File: src/hdl/rsf_pkg.sv
// Shared types, constants and the scoring-slot decoder for the Rosenbrock/sphere fitness core.
// Used by every module of the block; depends on nothing else.
`default_nettype none

package rsf_pkg;

    localparam int MAX_DIMENSION = 32;
    localparam int IDX_W         = $clog2(MAX_DIMENSION + 1);

    localparam int ELEM_W    = 12;
    localparam int ERR_W     = 13;
    localparam int CFG_W     = 12;
    localparam int CFG_IDX_W = 3;
    localparam int FIT_W     = 56;
    localparam int ACC_W     = 57;
    localparam int OPD_W     = 27;
    localparam int PROD_W    = 54;
    localparam int PAIR_W    = 25;
    localparam int CNT_W     = 32;

    localparam logic [CFG_IDX_W-1:0] CFG_EVAL_MODE        = 3'd0;
    localparam logic [CFG_IDX_W-1:0] CFG_ROSEN_COUNT      = 3'd1;
    localparam logic [CFG_IDX_W-1:0] CFG_SPHERE_COUNT     = 3'd2;
    localparam logic [CFG_IDX_W-1:0] CFG_TOLERANCE_MILLI  = 3'd3;
    localparam logic [CFG_IDX_W-1:0] CFG_TOLERANCE_ENABLE = 3'd4;

    localparam logic [1:0] MODE_PASS  = 2'd0;
    localparam logic [1:0] MODE_TYPE1 = 2'd1;
    localparam logic [1:0] MODE_TYPE2 = 2'd2;
    localparam logic [1:0] MODE_TYPE3 = 2'd3;

    localparam logic signed [OPD_W-1:0] K_ANCHOR_SCALE = 27'sd10000;
    localparam logic signed [OPD_W-1:0] K_SPHERE_SCALE = 27'sd1000000;
    localparam logic signed [ERR_W-1:0] OPTIMUM        = 13'sd1000;
    localparam logic [ACC_W-1:0]        FIT_MAX        = 57'd70000000000000000;

    typedef enum logic [2:0] {
        KIND_NONE,
        KIND_ANCHOR,
        KIND_ROSEN,
        KIND_SPHERE,
        KIND_PAIR_FIRST,
        KIND_PAIR_SECOND
    } kind_t;

    typedef enum logic [3:0] {
        ST_IDLE,
        ST_ANCH_K,
        ST_SQ_B,
        ST_SUB,
        ST_SQ_D,
        ST_SQ_E,
        ST_SCALE,
        ST_PAIR_SUM,
        ST_SQ_S,
        ST_ACC,
        ST_FIN
    } state_t;

    typedef struct packed {
        state_t state;
        kind_t  kind;
        logic   take;
        logic   vec_done;
    } dp_cmd_t;

    // Decides what an element at position idx contributes under the current registers.
    function automatic kind_t decode_kind(
        input logic [1:0]       mode,
        input logic [4:0]       t,
        input logic [5:0]       l,
        input logic [IDX_W-1:0] idx
    );
        logic [7:0] i8;
        logic [7:0] t8;
        logic [7:0] l8;
        kind_t      k;
        i8 = 8'(idx);
        t8 = 8'(t);
        l8 = 8'(l);
        k  = KIND_NONE;
        if (i8 < 8'(MAX_DIMENSION))
        begin
            unique case (mode) inside
                MODE_TYPE1:
                begin
                    if (i8 < t8)
                    begin
                        k = (i8 == 8'd0) ? KIND_ANCHOR : KIND_ROSEN;
                    end
                    else if (i8 < t8 + l8)
                    begin
                        k = KIND_SPHERE;
                    end
                end
                MODE_TYPE2, MODE_TYPE3:
                begin
                    if (i8 < (t8 << 1))
                    begin
                        k = i8[0] ? KIND_ROSEN : KIND_ANCHOR;
                    end
                    else if (mode == MODE_TYPE2)
                    begin
                        if (i8 < (t8 << 1) + l8)
                        begin
                            k = KIND_SPHERE;
                        end
                    end
                    else if (i8 < (t8 << 2))
                    begin
                        k = i8[0] ? KIND_PAIR_SECOND : KIND_PAIR_FIRST;
                    end
                end
                default:
                begin
                    k = KIND_NONE;
                end
            endcase
        end
        return k;
    endfunction

endpackage

`default_nettype wire

File: src/hdl/rsf_seq.sv
// Sequencer of the fitness core: element index, per-element micro-step state machine.
// Depends on rsf_pkg; drives the datapath through a dp_cmd_t command.
`default_nettype none

module rsf_seq
    import rsf_pkg::*;
(
    input  wire logic       clk,
    input  wire logic       rst_n,
    input  wire logic       in_valid,
    input  wire logic       last_element,
    input  wire logic [1:0] eval_mode,
    input  wire logic [4:0] rosen_count,
    input  wire logic [5:0] sphere_count,
    input  wire logic       out_busy,
    output logic            in_ready,
    output dp_cmd_t         cmd
);

    state_t           state_reg;
    state_t           state_next;
    kind_t            kind_reg;
    kind_t            kind_in;
    logic             last_reg;
    logic [IDX_W-1:0] index_reg;
    logic             take;
    logic             vec_done;

    assign kind_in  = decode_kind(eval_mode, rosen_count, sphere_count, index_reg);
    assign take     = (state_reg == ST_IDLE) && in_valid;
    assign vec_done = (state_reg == ST_FIN) && last_reg && !out_busy;

    always_comb
    begin
        state_next = state_reg;
        unique case (state_reg)
            ST_IDLE:
            begin
                if (in_valid)
                begin
                    unique case (kind_in) inside
                        KIND_ROSEN:
                        begin
                            state_next = ST_ANCH_K;
                        end
                        KIND_SPHERE, KIND_PAIR_FIRST, KIND_PAIR_SECOND:
                        begin
                            state_next = ST_SQ_E;
                        end
                        default:
                        begin
                            state_next = ST_FIN;
                        end
                    endcase
                end
            end
            ST_ANCH_K:   state_next = ST_SQ_B;
            ST_SQ_B:     state_next = ST_SUB;
            ST_SUB:      state_next = ST_SQ_D;
            ST_SQ_D:     state_next = ST_SQ_E;
            ST_SQ_E:
            begin
                if (kind_reg == KIND_PAIR_FIRST || kind_reg == KIND_PAIR_SECOND)
                begin
                    state_next = ST_PAIR_SUM;
                end
                else
                begin
                    state_next = ST_SCALE;
                end
            end
            ST_SCALE:    state_next = ST_ACC;
            ST_PAIR_SUM:
            begin
                state_next = (kind_reg == KIND_PAIR_SECOND) ? ST_SQ_S : ST_FIN;
            end
            ST_SQ_S:     state_next = ST_ACC;
            ST_ACC:      state_next = ST_FIN;
            ST_FIN:
            begin
                if (!(last_reg && out_busy))
                begin
                    state_next = ST_IDLE;
                end
            end
            default:     state_next = ST_IDLE;
        endcase
    end

    always_comb
    begin
        in_ready     = (state_reg == ST_IDLE);
        cmd.state    = state_reg;
        cmd.kind     = (state_reg == ST_IDLE) ? kind_in : kind_reg;
        cmd.take     = take;
        cmd.vec_done = vec_done;
    end

    always_ff @(posedge clk or negedge rst_n)
    begin
        if (!rst_n)
        begin
            state_reg <= ST_IDLE;
            kind_reg  <= KIND_NONE;
            last_reg  <= 1'b0;
            index_reg <= '0;
        end
        else
        begin
            state_reg <= state_next;
            if (take)
            begin
                kind_reg <= kind_in;
                last_reg <= last_element;
                if (index_reg < IDX_W'(MAX_DIMENSION))
                begin
                    index_reg <= index_reg + IDX_W'(1);
                end
            end
            else if (vec_done)
            begin
                index_reg <= '0;
            end
        end
    end

endmodule

`default_nettype wire

File: src/hdl/rsf_dp.sv
// Datapath of the fitness core: one shared 27x27 signed multiplier, a working register,
// the product register and the saturating fitness accumulator. Depends on rsf_pkg.
`default_nettype none

module rsf_dp
    import rsf_pkg::*;
(
    input  wire logic                     clk,
    input  wire logic                     rst_n,
    input  wire dp_cmd_t                  cmd,
    input  wire logic signed [ELEM_W-1:0] element_value,
    output logic [ACC_W-1:0]              acc
);

    logic signed [ELEM_W-1:0] elem_reg;
    logic signed [ELEM_W-1:0] anchor_reg;
    logic signed [OPD_W-1:0]  w_reg;
    logic signed [OPD_W-1:0]  w_next;
    logic signed [PROD_W-1:0] prod_reg;
    logic [PAIR_W-1:0]        pair_reg;
    logic [ACC_W-1:0]         acc_reg;
    logic [ACC_W-1:0]         acc_next;
    logic [ACC_W-1:0]         acc_sum;
    logic signed [ERR_W-1:0]  err;
    logic signed [15:0]       elem_ext;
    logic signed [15:0]       elem10;
    logic signed [OPD_W-1:0]  prod_low;
    logic signed [OPD_W-1:0]  mul_a;
    logic signed [OPD_W-1:0]  mul_b;
    logic signed [PROD_W-1:0] product;
    logic                     prod_load;
    logic                     acc_add;

    assign err      = $signed({elem_reg[ELEM_W-1], elem_reg}) - OPTIMUM;
    assign elem_ext = {{(16 - ELEM_W){elem_reg[ELEM_W-1]}}, elem_reg};
    assign elem10   = (elem_ext <<< 3) + (elem_ext <<< 1);
    assign prod_low = $signed(prod_reg[OPD_W-1:0]);
    assign product  = mul_a * mul_b;
    assign acc      = acc_reg;

    always_comb
    begin
        mul_a     = '0;
        mul_b     = '0;
        prod_load = 1'b1;
        case (cmd.state)
            ST_ANCH_K:
            begin
                mul_a = {{(OPD_W - ELEM_W){anchor_reg[ELEM_W-1]}}, anchor_reg};
                mul_b = K_ANCHOR_SCALE;
            end
            ST_SQ_B:
            begin
                mul_a = {{(OPD_W - ELEM_W){elem_reg[ELEM_W-1]}}, elem_reg};
                mul_b = {{(OPD_W - 16){elem10[15]}}, elem10};
            end
            ST_SQ_D, ST_SQ_S:
            begin
                mul_a = w_reg;
                mul_b = w_reg;
            end
            ST_SQ_E:
            begin
                mul_a = {{(OPD_W - ERR_W){err[ERR_W-1]}}, err};
                mul_b = {{(OPD_W - ERR_W){err[ERR_W-1]}}, err};
            end
            ST_SCALE:
            begin
                mul_a = prod_low;
                mul_b = K_SPHERE_SCALE;
            end
            default:
            begin
                prod_load = 1'b0;
            end
        endcase
    end

    always_comb
    begin
        w_next = w_reg;
        case (cmd.state)
            ST_SQ_B:     w_next = prod_low;
            ST_SUB:      w_next = w_reg - prod_low;
            ST_PAIR_SUM: w_next = $signed(OPD_W'(pair_reg)) + prod_low;
            default:     w_next = w_reg;
        endcase
    end

    // All terms are nonnegative and below 2^53, so the sum cannot wrap 57 bits.
    assign acc_add = (cmd.state == ST_ACC) ||
                     ((cmd.state == ST_SQ_E) && (cmd.kind == KIND_ROSEN));
    assign acc_sum = acc_reg + {{(ACC_W - (PROD_W - 1)){1'b0}}, prod_reg[PROD_W-2:0]};

    always_comb
    begin
        acc_next = acc_reg;
        if (cmd.vec_done)
        begin
            acc_next = '0;
        end
        else if (acc_add)
        begin
            acc_next = (acc_sum > FIT_MAX) ? FIT_MAX : acc_sum;
        end
    end

    always_ff @(posedge clk)
    begin
        if (cmd.take)
        begin
            elem_reg <= element_value;
        end
        if (prod_load)
        begin
            prod_reg <= product;
        end
        w_reg <= w_next;
    end

    always_ff @(posedge clk or negedge rst_n)
    begin
        if (!rst_n)
        begin
            anchor_reg <= '0;
            pair_reg   <= '0;
            acc_reg    <= '0;
        end
        else
        begin
            acc_reg <= acc_next;
            if (cmd.vec_done)
            begin
                anchor_reg <= '0;
                pair_reg   <= '0;
            end
            else
            begin
                if (cmd.take && cmd.kind == KIND_ANCHOR)
                begin
                    anchor_reg <= element_value;
                end
                if (cmd.state == ST_PAIR_SUM && cmd.kind == KIND_PAIR_FIRST)
                begin
                    pair_reg <= prod_reg[PAIR_W-1:0];
                end
            end
        end
    end

endmodule

`default_nettype wire

File: src/hdl/rosenbrock_sphere_fitness_core.sv
// Top level of the Rosenbrock/sphere fitness core: configuration registers, tolerance check,
// result register. Depends on rsf_pkg, rsf_seq and rsf_dp.
//
// Elements of a candidate vector enter one beat at a time in milli units, and the beat marked
// last_element yields one result beat with the saturated fitness, the in-tolerance flag, the
// sticky end flag and the evaluation count. All multiplications run on one shared 27x27 signed
// multiplier stepped by a small sequencer, and the input is not ready while an element is
// in work. An element goes through the most sequencer states when it adds a Rosenbrock term,
// fewer for a sphere term or a squared pair, and the fewest when it only sets the anchor or
// adds nothing. A last element may also wait in the sequencer while the previous result is
// still held in the output register.
`default_nettype none

module rosenbrock_sphere_fitness_core
    import rsf_pkg::*;
(
    input  wire logic                     clk,
    input  wire logic                     rst_n,
    input  wire logic                     cfg_we,
    input  wire logic [CFG_IDX_W-1:0]     cfg_index,
    input  wire logic [CFG_W-1:0]         cfg_data,
    input  wire logic                     in_valid,
    output logic                          in_ready,
    input  wire logic signed [ELEM_W-1:0] element_value,
    input  wire logic                     last_element,
    output logic                          out_valid,
    input  wire logic                     out_ready,
    output logic [FIT_W-1:0]              fitness,
    output logic                          vector_in_tolerance,
    output logic                          end_flag,
    output logic [CNT_W-1:0]              evaluation_count
);

    logic [1:0]              eval_mode_reg;
    logic [4:0]              rosen_count_reg;
    logic [5:0]              sphere_count_reg;
    logic [ELEM_W-1:0]       tolerance_milli_reg;
    logic                    tolerance_enable_reg;
    logic                    all_within_reg;
    logic                    sticky_reg;
    logic                    sticky_next;
    logic [CNT_W-1:0]        count_reg;
    logic [CNT_W-1:0]        count_next;
    logic                    out_valid_reg;
    logic [FIT_W-1:0]        fitness_reg;
    logic                    in_tol_reg;
    logic                    out_busy;
    logic signed [ERR_W-1:0] dev;
    logic [ERR_W-1:0]        mag;
    logic                    elem_ok;
    logic [ACC_W-1:0]        acc;
    dp_cmd_t                 cmd;

    assign out_busy = out_valid_reg && !out_ready;

    rsf_seq u_seq (
        .clk          (clk),
        .rst_n        (rst_n),
        .in_valid     (in_valid),
        .last_element (last_element),
        .eval_mode    (eval_mode_reg),
        .rosen_count  (rosen_count_reg),
        .sphere_count (sphere_count_reg),
        .out_busy     (out_busy),
        .in_ready     (in_ready),
        .cmd          (cmd)
    );

    rsf_dp u_dp (
        .clk           (clk),
        .rst_n         (rst_n),
        .cmd           (cmd),
        .element_value (element_value),
        .acc           (acc)
    );

    always_ff @(posedge clk or negedge rst_n)
    begin
        if (!rst_n)
        begin
            eval_mode_reg        <= MODE_TYPE1;
            rosen_count_reg      <= 5'd2;
            sphere_count_reg     <= 6'd20;
            tolerance_milli_reg  <= 12'd1;
            tolerance_enable_reg <= 1'b1;
        end
        else if (cfg_we)
        begin
            unique case (cfg_index)
                CFG_EVAL_MODE:        eval_mode_reg        <= cfg_data[1:0];
                CFG_ROSEN_COUNT:      rosen_count_reg      <= cfg_data[4:0];
                CFG_SPHERE_COUNT:     sphere_count_reg     <= cfg_data[5:0];
                CFG_TOLERANCE_MILLI:  tolerance_milli_reg  <= cfg_data[ELEM_W-1:0];
                CFG_TOLERANCE_ENABLE: tolerance_enable_reg <= cfg_data[0];
                default:
                begin
                end
            endcase
        end
    end

    // An element is within tolerance when twice its distance from the optimum fits the band.
    assign dev     = $signed({element_value[ELEM_W-1], element_value}) - OPTIMUM;
    assign mag     = dev[ERR_W-1] ? ERR_W'(-dev) : ERR_W'(dev);
    assign elem_ok = {mag, 1'b0} <= {2'b00, tolerance_milli_reg};

    assign sticky_next = sticky_reg || (tolerance_enable_reg && all_within_reg);
    assign count_next  = count_reg + CNT_W'(1);

    always_ff @(posedge clk or negedge rst_n)
    begin
        if (!rst_n)
        begin
            all_within_reg <= 1'b1;
            sticky_reg     <= 1'b0;
            count_reg      <= '0;
            out_valid_reg  <= 1'b0;
        end
        else
        begin
            if (cmd.take)
            begin
                all_within_reg <= all_within_reg && elem_ok;
            end
            else if (cmd.vec_done)
            begin
                all_within_reg <= 1'b1;
            end
            if (cmd.vec_done)
            begin
                sticky_reg    <= sticky_next;
                count_reg     <= count_next;
                out_valid_reg <= 1'b1;
            end
            else if (out_valid_reg && out_ready)
            begin
                out_valid_reg <= 1'b0;
            end
        end
    end

    always_ff @(posedge clk)
    begin
        if (cmd.vec_done)
        begin
            fitness_reg <= (eval_mode_reg == MODE_PASS) ? '0 : acc[FIT_W-1:0];
            in_tol_reg  <= all_within_reg;
        end
    end

    assign out_valid           = out_valid_reg;
    assign fitness             = fitness_reg;
    assign vector_in_tolerance = in_tol_reg;
    assign end_flag            = sticky_reg;
    assign evaluation_count    = count_reg;

endmodule

`default_nettype wire

File: config.mk
export PLATFORM = sky130hd
export DESIGN_NAME = rosenbrock_sphere_fitness_core
export DESIGN_NICKNAME = d
export VERILOG_FILES = /design/src/hdl/rsf_pkg.sv /design/src/hdl/rsf_seq.sv /design/src/hdl/rsf_dp.sv /design/src/hdl/rosenbrock_sphere_fitness_core.sv
export SDC_FILE = /design/constraint.sdc
export NUM_CORES = 2
export LEC_CHECK = 0
export BUFFER_PORTS_ARGS = -buffer_cell sky130_fd_sc_hd__clkbuf_2
export CAP_MARGIN = 10
export CORE_UTILIZATION = 41
export CTS_CLUSTER_SIZE = 14
export DETAILED_ROUTE_END_ITERATION = 12
export PLACE_DENSITY = 0.65
export SKIP_CTS_REPAIR_TIMING = 1
export SLEW_MARGIN = 20
export SYNTH_ARGS = -nofsm -noshare
export SYNTH_HDL_FRONTEND = slang
export SYNTH_SLANG_ARGS = --single-unit
File: constraint.sdc
create_clock -name clk -period 10.6 [get_ports clk]
set_input_delay 3.18 -clock clk [delete_from_list [all_inputs] [get_ports clk]]
set_output_delay 3.18 -clock clk [all_outputs]
set_load 0.01 [all_outputs]
* Yosys cells after proc, flatten, opt, wreduce, memory -nomap -nowiden
Index checks and enable logic that the tools add are counted.
Storage, ports and cells: input bits 33, logic and storage cells 146, output and inout bits 92, bits in registers 318
Operators by class: $lt $le $gt $ge 9, multiply operators 1, reduce and logical (&&, ||, !) cells 38, add/sub/neg operators 11, muxes and demuxes 37, equal/unequal tests 29
Operators with widths (number):
- 27-bit one-hot mux with 5 select lines | 2
- 57-bit two-way mux | 3
- 27-bit one-hot mux with 3 select lines | 1
- 57-bit by 53-bit adder with 57-bit output | 1
- 57-bit by 56-bit > comparator with 1-bit output (second input constant) | 1
- 27-bit by 27-bit multiplier with 53-bit output | 1
- 25-bit two-way mux | 2
- 4-bit one-hot mux with 10 select lines | 1
- 32-bit by 1-bit adder with 32-bit output (second input constant) | 1
- 26-bit by 27-bit adder with 27-bit output | 1
- 27-bit subtractor | 1
- 12-bit by 11-bit subtractor with 13-bit output (second input constant) | 2
- 12-bit two-way mux | 2
- 3-bit == test (second input constant) | 6
- 3-bit two-way mux | 6
- 6-bit two-way mux | 3
- 15-bit by 13-bit adder with 16-bit output | 1
- 4-bit by 3-bit == test with 1-bit output (second input constant) | 4
- 6-bit by 8-bit less-than comparator with 1-bit output | 2
- 3-bit by 2-bit == test with 1-bit output (second input constant) | 5
- 14-bit by 12-bit less-or-equal comparator with 1-bit output | 1
- 2-bit AND reduction | 7
- 13-bit two-way mux | 1
- 13-bit negator | 1
- 31 further kinds | 69

* Depth between registers and ports, before layout
depth in word-level cells 13, depth in mapped cells 42, depth with buffers taken out 42

* Hierarchy
Synthesis repeated with hierarchy kept, for this count alone.
Unflattened totals: cell total of the unflattened synthesis 5061, area total of the unflattened synthesis 46679.8 um^2
Modules (own cells, without submodules):
- rsf_dp | area an instance 39380.3 um^2, times used 1, cells an instance 4410, sequential area each 5114.9 um^2
- rosenbrock_sphere_fitness_core | area an instance 5527.8 um^2, times used 1, cells an instance 442, sequential area each 3246.9 um^2
- rsf_seq | area an instance 1771.7 um^2, times used 1, cells an instance 209, sequential area each 350.3 um^2

* Worst setup path after synthesis
Ideal clock, no wire load.
path kind register to register, start register u_dp.elem_reg[3], end register u_dp.prod_reg[52], data pin, arrival 8958 ps, required time 10340 ps, period minus slack after synthesis 9218 ps, path buffers 1, stages on the path, launching flop included 38, setup time 260 ps, path slack 1382 ps, path through edfxtp_1 ha_1 a21o_1 a21oi_1 o21ai_0 a21oi_1 o21ai_0 a21oi_1 o21bai_1 a21oi_1 xnor2_1 a221oi_1 clkbuf_1 nor2_1 fa_1 fa_1 inv_1 fa_1 [2 not listed] fa_1 fa_1 inv_1 fa_1 inv_1 ha_1 a21o_1 a21o_1 a21oi_1 a21boi_0 nand3b_1 a21oi_1 o211ai_1 a21oi_1 a211o_1 a221o_1 a21oi_1 xnor2_1
Between the ends: word-level cells in the longest chain between the ends 3, elaborated cells between the ends (all ways) 5, classes of those cells add/sub: 2; mul: 1; mux: 2
RTL lines:
- from (decl) | line rsf_dp.sv:15 | logic signed [ELEM_W-1:0] elem_reg;
- from (signal assigned) | line rsf_dp.sv:112 | elem_reg <= element_value;
- 15-bit by 13-bit adder with 16-bit output or 12-bit by 11-bit subtractor with 13-bit output (tied branches) | line rsf_dp.sv:36, rsf_dp.sv:34
- 27-bit one-hot mux with 5 select lines | line rsf_dp.sv:46 | case (cmd.state)
- 27-bit by 27-bit multiplier with 53-bit output (*) | line rsf_dp.sv:38 | assign product = mul_a * mul_b;
- net u_dp.product[52] | line rsf_dp.sv:30 | logic signed [PROD_W-1:0] product;
- to (signal assigned) | line rsf_dp.sv:116 | prod_reg <= product;
- to (decl) | line rsf_dp.sv:19 | logic signed [PROD_W-1:0] prod_reg;
The timed path passes the listed nets; every way through them passes the cells marked *. A chain may end at the register's enable or synchronous reset.

* Worst setup path in the final report
start register u_seq.state_reg[1], end register u_dp.prod_reg[52], data pin
Between the ends: word-level cells in the longest chain between the ends 4, elaborated cells between the ends (all ways) 10, classes of those cells mul: 1; eq/ne: 6; mux: 2; reduce/logical: 1
RTL lines:
- from (decl) | line rsf_seq.sv:20 | state_t state_reg;
- from (signal assigned) | line rsf_seq.sv:110 | state_reg <= state_next;
- 4-bit by 3-bit == test with 1-bit output or 4-bit == test (tied branches) | line rsf_dp.sv:46
- 2-bit OR reduction
- 27-bit one-hot mux with 5 select lines | line rsf_dp.sv:46
- 27-bit by 27-bit multiplier with 53-bit output (*) | line rsf_dp.sv:38
- net u_dp.product[52] | line rsf_dp.sv:30
Marked as above.

==> flow_metrics.tcl <==
set metrics [dict create \
    outcome "finished, final reports clean" \
    clock.fmax_ghz 0.0998 \
    fin_crit_sh_pct 94.5 \
    fin_util_pct 45.3 \
    syn-num-nets 6301 \
    synth_commonest_cells "991 x inv_1, 759 x fa_1, 727 x nand2_1, 359 x nor2_1, 321 x ha_1" \
    start_util_pct 41.6 \
    yosysTopAreaCell "fa_1" \
    tritoncts "built" \
    async_reset_ff_share_pct 53.1 \
    ys_warn_count 0 \
    maxCapViolCount 0 \
    routabilityCongestion 0.967 \
    hp-start "end_flag" \
    pre_cts_ws_ps 283 \
    die-height_um 341 \
    crit_path_start_kind "register" \
    rows 123 \
    hold_violations 0 \
    clk_pin_slew_ps 60 \
    dieArea_mm2 0.116 \
    max_stage_delay_ps 650 \
    cts_made_buffers 40 \
    crit_path_start "u_seq.state_reg[1]" \
    global_route.overflow_total 0 \
    fin_skew_ps 31.1 \
    synth.distinct_cells 91 \
    first_pass_iters 6 \
    cts_max_level 2 \
    pin_count 125 \
    synth-seq-cells 318 \
    drv_slew 0 \
    synth_top_area_share_pct 32.3 \
    fin_area_mm2 0.0512 \
    worst_pin_slew_ps 1050 \
    clock_latency_ps 580 \
    setup_viol 0 \
    nets 6389 \
    cp_common_cell "fa_1" \
    hold_path_class "reg2reg" \
    synth.avg_cell_area_um2 9.07 \
    synth_area_mm2 0.0471 \
    diodes 0 \
    drtAntennaViolNets 0 \
    crit_type "reg2reg" \
    drc 0 \
    track_usage_pct 23.7 \
    grt_antenna_before_repair 1 \
    whs_ps 477 \
    setup_ws_ps 580 \
    first_global_vias 37776 \
    synth-main-ff-cell "dfrtp_1" \
    period_needed_ps 10020 \
    ys_seq_area_share_pct 18.5 \
    largest_reg_flops 57 \
    endpoint_kind "register" \
    synth_area_leaders "fa_1 32%, edfxtp_1 9.5%, dfrtp_1 8.6%" \
    cts-root-buf "clkbuf_16" \
    rr_startpoint "u_seq.state_reg[1]" \
    clk_path_buf_depth 3 \
    drt_wl_total_mm 137 \
    crit_required_ps 10930 \
    critical_path_arrival_ps 10350 \
    synthToLayoutAreaGrowth_pct 8.82 \
    drt_iter0_drc 2794 \
    core_area_mm2 0.113 \
    synthCells 5188 \
    fillers 10985 \
    port_buffers 124 \
    vias_per_cell 5.39 \
    placed_area_mm2 0.0499 \
    vias 36707 \
    dp_hpwl_mm 112 \
    path_max_fanout 28 \
    grt_pass1_wl_mm 216 \
    grt_max_degree 100 \
    wl_per_cell_um 20.1 \
    cp_slowest_cell "a21boi_4" \
    drive_gt1_share_pct 7.65 \
    die_width_um 341 \
    max_slew_margin_pct 28.8 \
    synth_edf_count 149 \
    cts_num_sinks 318 \
    yosysMostFrequentCell "inv_1" \
]
[cell families after synthesis]
logic type | synth area share [%]
xor+xnor | 4.02
flops | 18.5
compound gates | 11.3
buf+inv | 9.68
simple gates | 14.4
fa+ha+maj | 40.8
mux | 1.26
[worst max-delay path: cells and delay by family, from the launching register on]
| family | cells | cell delay [ps] |
|---|---|---|
| flops | 1 | 570 |
| xor+xnor | 1 | 80 |
| fa+ha+maj | 8 | 3930 |
| compound gates | 13 | 3290 |
| buf+inv | 8 | 1210 |
| simple gates | 3 | 710 |
[stage by stage]
stage / TNS, ps / instances
final: 0 / 6806
after detailed placement: 0 / 6732
after floorplan: 0 / 5188
after global routing: -4.32 / 6806
after CTS: 0 / 6804
after global placement: 0 / 6732
[cell type report]
class / instances / area, um^2 / share of cell area [%]
multi-input cells: 3668 / 34000 / 66.4
flip-flops and latches: 318 / 8710 / 17.0
inverters: 993 / 3730 / 7.28
well taps: 1500 / 1880 / 3.66
repair buffers: 255 / 1610 / 3.15
clock buffers: 53 / 1080 / 2.11
clock inverters: 19 / 209 / 0.408
[per-layer routing]
layer	wire, um	track usage (%)
met5	13	0
met4	5740	8.94
met3	9630	3.45
met2	61200	37.7
met1	60100	32.9
[final timing paths]
kind	end	slack, ps	cells past startpoint
setup / recovery	u_dp.prod_reg[52]	580	33
hold / removal	end_flag	480	1
setup reg to reg	u_dp.prod_reg[52]	580	33
hold reg to reg	end_flag	480	1
max in group asynchronous	u_dp.pair_reg[8]	6420	2
min in group asynchronous	evaluation_count[28]	2720	1
[layout by cell type (no fill, tap or decap), types with 19 or more instances in the layout]
master / instances
xor2_1: 63
xnor2_1: 153
and2_1: 20
dfrtp_1: 162
ha_1: 321
o21bai_1: 20
edfxtp_1: 149
and3_1: 43
o211ai_1: 22
nand4_1: 42
o21ai_0: 159
a22oi_1: 25
nand2b_1: 37
clkbuf_16: 41
a211oi_1: 21
o21a_1: 32
fa_1: 759
a21o_1: 82
nor4_1: 19
nand2_1: 727
mux2_2: 27
inv_1: 990
a221o_1: 20
nor2b_1: 83
clkbuf_2: 123
mux2i_1: 29
nand3_1: 56
nor2_1: 355
a21oi_1: 195
a32o_1: 29
nor3_1: 45
buf_4: 130
Power is left out: the tool's default activity adds up to more than one toggle a clock period on the data nets, which glitch-free logic cannot reach.
